--- src/rtl/swq_pkg.sv ---
package swq_pkg;

	localparam int OP_BITS   = 2;
	localparam int IKEY_BITS = 32;
	localparam int PID_BITS  = 5;
	localparam int ST_BITS   = 2;

	typedef enum logic [OP_BITS-1:0] {
		OP_BLOCK  = 2'd0,
		OP_REMOVE = 2'd1,
		OP_OUT    = 2'd2,
		OP_PEEK   = 2'd3
	} op_t;

	typedef enum logic [ST_BITS-1:0] {
		ST_OK   = 2'd0,
		ST_FULL = 2'd1,
		ST_MISS = 2'd2
	} status_t;

	typedef struct packed {
		logic [OP_BITS-1:0]   op;
		logic [IKEY_BITS-1:0] key;
		logic [PID_BITS-1:0]  pid;
	} req_t;

	typedef struct packed {
		logic [ST_BITS-1:0]  status;
		logic                pid_valid;
		logic [PID_BITS-1:0] out_pid;
	} rsp_t;

	typedef enum logic [3:0] {
		S_IDLE,
		S_SRCH,
		S_RD,
		S_DEC,
		S_LNK,
		S_DONE
	} state_t;

endpackage

--- src/rtl/semaphore_wait_queue_table_core.sv ---
// The result strobe rises after the search, which sweeps the descriptor memory one entry per cycle,
// and then after the read, update and link steps.
// One word at a time; busy stays high through the strobe cycle, so the next word is not
// accepted until the strobe has gone.
// Results are shown for one cycle on done; the receiver cannot stall.
// Reset (arst_n low) frees every descriptor and clears all waiting flags at once.
module semaphore_wait_queue_table_core import swq_pkg::*; #(
	parameter int SLOTS    = 32,
	parameter int KEY_BITS = 32
) (
	input  logic clk,
	input  logic arst_n,
	input  logic start,
	input  req_t req,
	output logic busy,
	output logic done,
	output rsp_t rsp
);

	localparam int IW = (SLOTS > 1) ? $clog2(SLOTS) : 1;
	localparam int CW = IW + 1;

	// valid bits in flops, payload in memories
	logic [SLOTS-1:0] sem_used_q;
	logic [SLOTS-1:0] proc_waiting_q;
	logic [KEY_BITS-1:0] sem_key_mem [SLOTS];
	logic [IW-1:0]       sem_head_mem [SLOTS];
	logic [IW-1:0]       sem_tail_mem [SLOTS];
	logic [KEY_BITS-1:0] proc_key_mem [SLOTS];
	logic [IW-1:0]       proc_next_mem [SLOTS];
	logic [IW-1:0]       proc_prev_mem [SLOTS];

	state_t state_q, state_d;
	op_t op_q;
	logic [KEY_BITS-1:0] key_q;
	logic pid_ok_q;
	logic [IW-1:0] p_q;
	logic [CW-1:0] scan_q;
	logic hit_q, free_ok_q;
	logic [IW-1:0] hit_q_idx, free_q;
	logic [KEY_BITS-1:0] key_rd_s1;
	logic [IW-1:0] head_rd_s1, tail_rd_s1, next_rd_s1, prev_rd_s1;
	logic [KEY_BITS-1:0] pkey_rd_s1;
	logic [IW-1:0] rd_p;
	rsp_t rsp_q;
	rsp_t rsp_n;
	logic done_q;

	logic [IW-1:0] scan_idx;
	assign scan_idx = scan_q[IW-1:0];
	logic [IW-1:0] d_idx;

	// process index of the popped/taken entry
	assign rd_p = (op_q == OP_OUT) ? p_q : head_rd_s1;

	// memory reads, registered
	always_ff @(posedge clk) begin
		key_rd_s1  <= sem_key_mem[scan_idx];
		head_rd_s1 <= sem_head_mem[d_idx];
		tail_rd_s1 <= sem_tail_mem[d_idx];
		pkey_rd_s1 <= proc_key_mem[p_q];
		next_rd_s1 <= proc_next_mem[rd_p];
		prev_rd_s1 <= proc_prev_mem[rd_p];
	end

	// search key: given key, or the waiting key of the process for out
	logic [KEY_BITS-1:0] skey;
	assign skey = (op_q == OP_OUT) ? pkey_rd_s1 : key_q;

	always_comb begin
		state_d = state_q;
		case (state_q)
			S_IDLE: if (start) state_d = S_SRCH;
			S_SRCH: if (scan_q == CW'(SLOTS)) state_d = S_RD;
			S_RD:   state_d = S_DEC;
			S_DEC:  state_d = S_LNK;
			S_LNK:  state_d = S_DONE;
			S_DONE: state_d = S_IDLE;
			default: state_d = S_IDLE;
		endcase
	end

	always_ff @(posedge clk or negedge arst_n) begin
		if (!arst_n) begin
			state_q <= S_IDLE;
			done_q  <= 1'b0;
		end else begin
			state_q <= state_d;
			done_q  <= (state_q == S_LNK);
		end
	end

	// request capture and descriptor sweep; key read is registered, so it is checked at the index before scan
	logic srch_chk;
	assign srch_chk = (state_q == S_SRCH) && (scan_q != '0);
	logic [IW-1:0] chk_idx;
	assign chk_idx = IW'(scan_q - CW'(1));
	logic srch_hit;
	assign srch_hit = srch_chk && sem_used_q[chk_idx] && (key_rd_s1 == skey) && !hit_q;

	// a hit on the last swept entry steers the descriptor reads at once
	assign d_idx = srch_hit ? chk_idx : hit_q_idx;

	always_ff @(posedge clk) begin
		if (state_q == S_IDLE && start) begin
			op_q      <= op_t'(req.op);
			key_q     <= KEY_BITS'(req.key);
			pid_ok_q  <= (32'(req.pid) < SLOTS);
			p_q       <= IW'(req.pid);
			scan_q    <= '0;
			hit_q     <= 1'b0;
			free_ok_q <= 1'b0;
		end else if (state_q == S_SRCH) begin
			scan_q <= scan_q + CW'(1);
			if (srch_chk) begin
				if (srch_hit) begin
					hit_q     <= 1'b1;
					hit_q_idx <= chk_idx;
				end
				if (!sem_used_q[chk_idx] && !free_ok_q) begin
					free_ok_q <= 1'b1;
					free_q    <= chk_idx;
				end
			end
		end
	end

	// decide and write back
	logic [IW-1:0] hp;
	logic is_h, is_t;
	assign hp   = (op_q == OP_OUT) ? p_q : head_rd_s1;
	assign is_h = (head_rd_s1 == hp);
	assign is_t = (tail_rd_s1 == hp);
	logic waiting_p;
	assign waiting_p = pid_ok_q && proc_waiting_q[p_q];

	always_ff @(posedge clk or negedge arst_n) begin
		if (!arst_n) begin
			sem_used_q     <= '0;
			proc_waiting_q <= '0;
		end else if (state_q == S_DEC) begin
			case (op_q)
				OP_BLOCK: if (pid_ok_q && !proc_waiting_q[p_q] && (hit_q || free_ok_q)) begin
					proc_waiting_q[p_q] <= 1'b1;
					if (!hit_q) sem_used_q[free_q] <= 1'b1;
				end
				OP_REMOVE, OP_OUT: if (hit_q && (op_q == OP_REMOVE || waiting_p)) begin
					proc_waiting_q[hp] <= 1'b0;
					if (is_h && is_t) sem_used_q[d_idx] <= 1'b0;
				end
				default: ;
			endcase
		end
	end

	// response word of the current request
	always_comb begin
		rsp_n = '{status: ST_MISS, pid_valid: 1'b0, out_pid: '0};
		case (op_q)
			OP_BLOCK: begin
				if (!pid_ok_q || proc_waiting_q[p_q]) rsp_n.status = ST_MISS;
				else if (hit_q || free_ok_q) rsp_n.status = ST_OK;
				else rsp_n.status = ST_FULL;
			end
			default: begin
				if (hit_q && (op_q != OP_OUT || waiting_p)) begin
					rsp_n.status    = ST_OK;
					rsp_n.pid_valid = 1'b1;
					rsp_n.out_pid   = PID_BITS'(hp);
				end
			end
		endcase
	end

	always_ff @(posedge clk) begin
		if (state_q == S_DEC) begin
			rsp_q <= rsp_n;
			case (op_q)
				OP_BLOCK: begin
					if (!pid_ok_q || proc_waiting_q[p_q]) ;
					else if (hit_q) begin
						proc_prev_mem[p_q] <= tail_rd_s1;
						sem_tail_mem[d_idx] <= p_q;
						proc_key_mem[p_q] <= key_q;
					end else if (free_ok_q) begin
						sem_key_mem[free_q]  <= key_q;
						sem_head_mem[free_q] <= p_q;
						sem_tail_mem[free_q] <= p_q;
						proc_key_mem[p_q]    <= key_q;
					end
				end
				default: begin
					if (hit_q && (op_q != OP_OUT || waiting_p)) begin
						if (op_q != OP_PEEK) begin
							if (is_h && !is_t) sem_head_mem[d_idx] <= next_rd_s1;
							else if (is_t && !is_h) sem_tail_mem[d_idx] <= prev_rd_s1;
						end
					end
				end
			endcase
		end else if (state_q == S_LNK) begin
			// neighbor links: append, or splice out a middle entry
			if (op_q == OP_BLOCK && rsp_q.status == ST_OK && hit_q)
				proc_next_mem[tail_rd_s1] <= p_q;
			else if ((op_q == OP_OUT) && rsp_q.pid_valid && !is_h && !is_t) begin
				proc_next_mem[prev_rd_s1] <= next_rd_s1;
				proc_prev_mem[next_rd_s1] <= prev_rd_s1;
			end
		end
	end

	assign busy = (state_q != S_IDLE);
	assign done = done_q;
	assign rsp  = rsp_q;

endmodule
--- config.mk ---
export PLATFORM = sky130hd
export DESIGN_NAME = semaphore_wait_queue_table_core
export DESIGN_NICKNAME = d
export VERILOG_FILES = /design/src/rtl/swq_pkg.sv /design/src/rtl/semaphore_wait_queue_table_core.sv
export SDC_FILE = /design/constraint.sdc
export NUM_CORES = 2
export LEC_CHECK = 0
export BUFFER_PORTS_ARGS = -buffer_cell sky130_fd_sc_hd__buf_2
export CORE_MARGIN = 2
export CORE_UTILIZATION = 60
export CTS_BUF_LIST = sky130_fd_sc_hd__clkbuf_8 sky130_fd_sc_hd__clkbuf_16
export DETAILED_ROUTE_END_ITERATION = 10
export PLACE_DENSITY_LB_ADDON = 0.25
export SKIP_LAST_GASP = 1
export SYNTH_ARGS = -nofsm -noshare
export SYNTH_HDL_FRONTEND = slang
export SYNTH_SLANG_ARGS = --single-unit
--- constraint.sdc ---
create_clock -name clk -period 10.4 [get_ports clk]
set_input_delay 0 -clock clk [delete_from_list [all_inputs] [get_ports clk]]
set_output_delay 0 -clock clk [all_outputs]
set_load 0.02 [all_outputs]
==> out/summary.json <==
{
  "clk_pin_slew_ps": 60,
  "worstSkewPairLatency_ps": 950,
  "critical_path.reg2reg.startpoint": "scan_q[0]",
  "max_freq_mhz": 137,
  "cp.buffers_inverters": 5,
  "post-cts-setup-buffer-count": 0,
  "ys_top_cells_by_area": "sky130_fd_sc_hd__edfxtp_1, sky130_fd_sc_hd__mux4_2, sky130_fd_sc_hd__dfxtp_1, sky130_fd_sc_hd__dfrtp_1, sky130_fd_sc_hd__nand2_1",
  "fillerInstances": 11603,
  "final_cells": 8843,
  "maximum_cell_stage_delay_along_the_critical_path_ps": 970,
  "final.period_utilization_pct": 70.2,
  "setup.worst_path.end_class": "flip-flop",
  "yosys.cell_types.count": 67,
  "cp.required_ps": 10940,
  "netlist_top_cells_count": "sky130_fd_sc_hd__edfxtp_1, sky130_fd_sc_hd__mux4_2, sky130_fd_sc_hd__nand2_1, sky130_fd_sc_hd__nor2_1, sky130_fd_sc_hd__clkbuf_1",
  "antenna_found_initial": 10,
  "finalWorstPathRequiredPeriod_ps": 7300,
  "async_reset_ff_share_pct": 2.34,
  "tritoncts": "yes",
  "syn_nets": 5917,
  "top_level_ports": 52,
  "vias_per_cell": 6.80,
  "crit_path_max_fanout": 232,
  "cts-root-to-sink-buffers": 4,
  "fraction_of_the_yosys_area_taken_by_sequential_cells_pct": 75.4,
  "criticalPathCategory": "flip-flop to flip-flop",
  "dp_cells": 8245,
  "synth-edff-count": 2745,
  "postSynthCellCount": 5868,
  "core.rowCount": 160,
  "layout.nets": 6166,
  "critical_path.cell_chain": "inv_1, ha_4, buf_4, mux4_2, mux4_2, mux2i_4, nor4_4, buf_4, buf_12, mux2i_1, inv_1, mux2i_1, nand2b_1, nor2_1",
  "postSynth.topFlopCell": "sky130_fd_sc_hd__edfxtp_1",
  "root_buffer": "sky130_fd_sc_hd__clkbuf_16",
  "totalWireLength_mm": 278,
  "routed_wire_per_std_cell_um": 31.5,
  "first_global_vias": 59660,
  "cts_htree_levels": 5,
  "fin_area_um2": 128000,
  "worst_skew_ps": 68.0,
  "synth.avg_cell_area_um2": 19.4,
  "power_mw": 29.8,
  "setup_viol": 0,
  "cts_buffers": 299,
  "grt_start_max_net_pins": 233,
  "detail-route-antenna-nets": 0,
  "synth_top_area_share_pct": 72.3,
  "dp.final_hpwl_mm": 149,
  "setup_tns_ps": 0,
  "yosysTopAreaCell": "sky130_fd_sc_hd__edfxtp_1",
  "synth-warning-count": 0,
  "synth.most_common_cell": "sky130_fd_sc_hd__edfxtp_1",
  "power_per_cell_area_nw_per_um2": 233,
  "post_route_cells_drive_above_1_share_pct": 23.2,
  "globalRouteTotalUtil_pct": 29.0,
  "gp_congestion": 0.877,
  "slew_headroom_pct": 6.52,
  "final-max-slew-violation-count": 0,
  "power.leakage_nw": 40.5,
  "start_util_pct": 60.2,
  "core_area_um2": 190000,
  "number_of_sinks_on_the_clock_net": 2905,
  "detail_route.first_pass.iterations": 8,
  "ctsResizeCount": 0,
  "cp_slowest_cell": "sky130_fd_sc_hd__dfxtp_4",
  "dr.first_iter.drc_count": 8752,
  "synthToLayoutAreaGrowth_pct": 12.0,
  "syn_area_um2": 114000,
  "die_x_um": 440,
  "timing.critical_path.max_delay_family": "buffers and inverters",
  "hold_start": "req[19]",
  "cap_violations": 0,
  "die-height_um": 440,
  "worst-slew-pin-transition_ps": 1360,
  "outcome": "complete, no violations",
  "globalRouteOverflowTotal": 0,
  "remaining_design_rule_violation_count": 0,
  "dieArea_um2": 194000,
  "postLayoutSetupSlackWorst_ps": 3100,
  "buffer_ports.inserted": 51,
  "ir_drop_mv": 0.236,
  "cts_hold_buffers": 82,
  "report.final.hold_viol_count": 0,
  "global_route_wire_length_before_repair_mm": 404,
  "cp-startpoint": "scan_q[0]",
  "hold_path.class": "primary input to flip-flop",
  "arrival_ps": 7840,
  "postSynthRegisterBits": 2905,
  "place_worst_setup_slack_ps": 3150,
  "unrepaired_setup_endpoints_after_global_routing": "no",
  "dr_total_vias": 60094,
  "setup.worst_path.start_class": "flip-flop",
  "place_area_um2": 118000
}
## report_power, final
group | internal, mW | total [mW] | switching [mW]
logic | 2.53 | 6.18 | 3.65
clock network | 5.67 | 9.95 | 4.28
registers | 13.3 | 13.7 | 0.356
total | 21.5 | 29.8 | 8.28
## logic make-up after synthesis
family          count (synthesis)  share of synthesized area [%]
flops                        2905                           75.4
simple gates                 1028                           4.08
compound gates                660                           3.81
xor+xnor                       50                          0.390
buf+inv                       373                           1.34
mux                           845                           14.9
fa+ha+maj                       7                         0.0768
## routing by layer
metal | GRT usage, % | up-vias | wire length [µm]
met5 | 0 | - | 13
li1 | - | 24490 | -
met1 | 41.6 | 31353 | 106000
met2 | 46.1 | 3671 | 136000
met3 | 5.42 | 578 | 27900
met4 | 8.72 | 2 | 8090
## sequential cells by signal (all words and copies together) (netlist names), 6 cells and up
register,cells
rsp,8
sem_key_mem,1024
sem_tail_mem,160
proc_prev_mem,160
pkey_rd_s1,32
sem_used_q,32
key_rd_s1,32
proc_waiting_q,32
scan_q,6
proc_next_mem,160
sem_head_mem,160
key_q,32
proc_key_mem,1024
## cell usage in the layout (no fill, tap or decap), drive strengths merged, types with 12 or more instances in the layout
cell type	netlist	routed
a2111oi	25	25
a21boi	48	48
a21o	74	74
a21oi	182	182
a22oi	172	172
a31oi	78	78
buf	122	206
bufinv	0	13
clkbuf	218	316
clkinv	1	88
dfrtp	68	68
dfxtp	92	92
dlygate4sd3	0	82
edfxtp	2745	2745
inv	32	121
mux2	91	91
mux2i	80	80
mux4	674	674
nand2	397	397
nand2b	14	14
nand3	171	171
nand4	56	56
nor2	261	261
nor3	50	50
o21ai	55	55
or2	12	12
xnor2	41	41
## layout make-up
type                    count  area, µm²  share of cell area, %
diodes                      2       5.00                0.00392
clock buffers             316       7760                   6.08
clock inverters           198       1210                  0.949
inverters                  33        129                  0.101
multi-input cells        2590      27200                   21.3
flip-flops and latches   2905      86000                   67.3
well taps                2511       3140                   2.46
repair buffers            288       2300                   1.80
## metrics by stage
stage,util (%),hold WS (ps)
after floorplan,-,-296
after detailed placement,62.2,178
after global placement,62.2,176
after CTS,67.4,232
after global routing,67.4,299
final,67.4,280
## tightest hold or removal path: cells and delay by family
family                 cells  cell delay (ps)
buffers and inverters      3             1120
## worst paths after layout
check	endpoint	slack, ps	cells past startpoint
min in group asynchronous	sem_used_q[30]	390	4
setup reg to reg	sem_tail_mem[14][2]	3100	14
hold reg to reg	sem_used_q[8]	520	2
setup / recovery	sem_tail_mem[14][2]	3100	14
max in group asynchronous	proc_waiting_q[27]	9350	4
hold / removal	key_q[14]	280	3
Note: power is estimated with default switching activity, not from simulation.
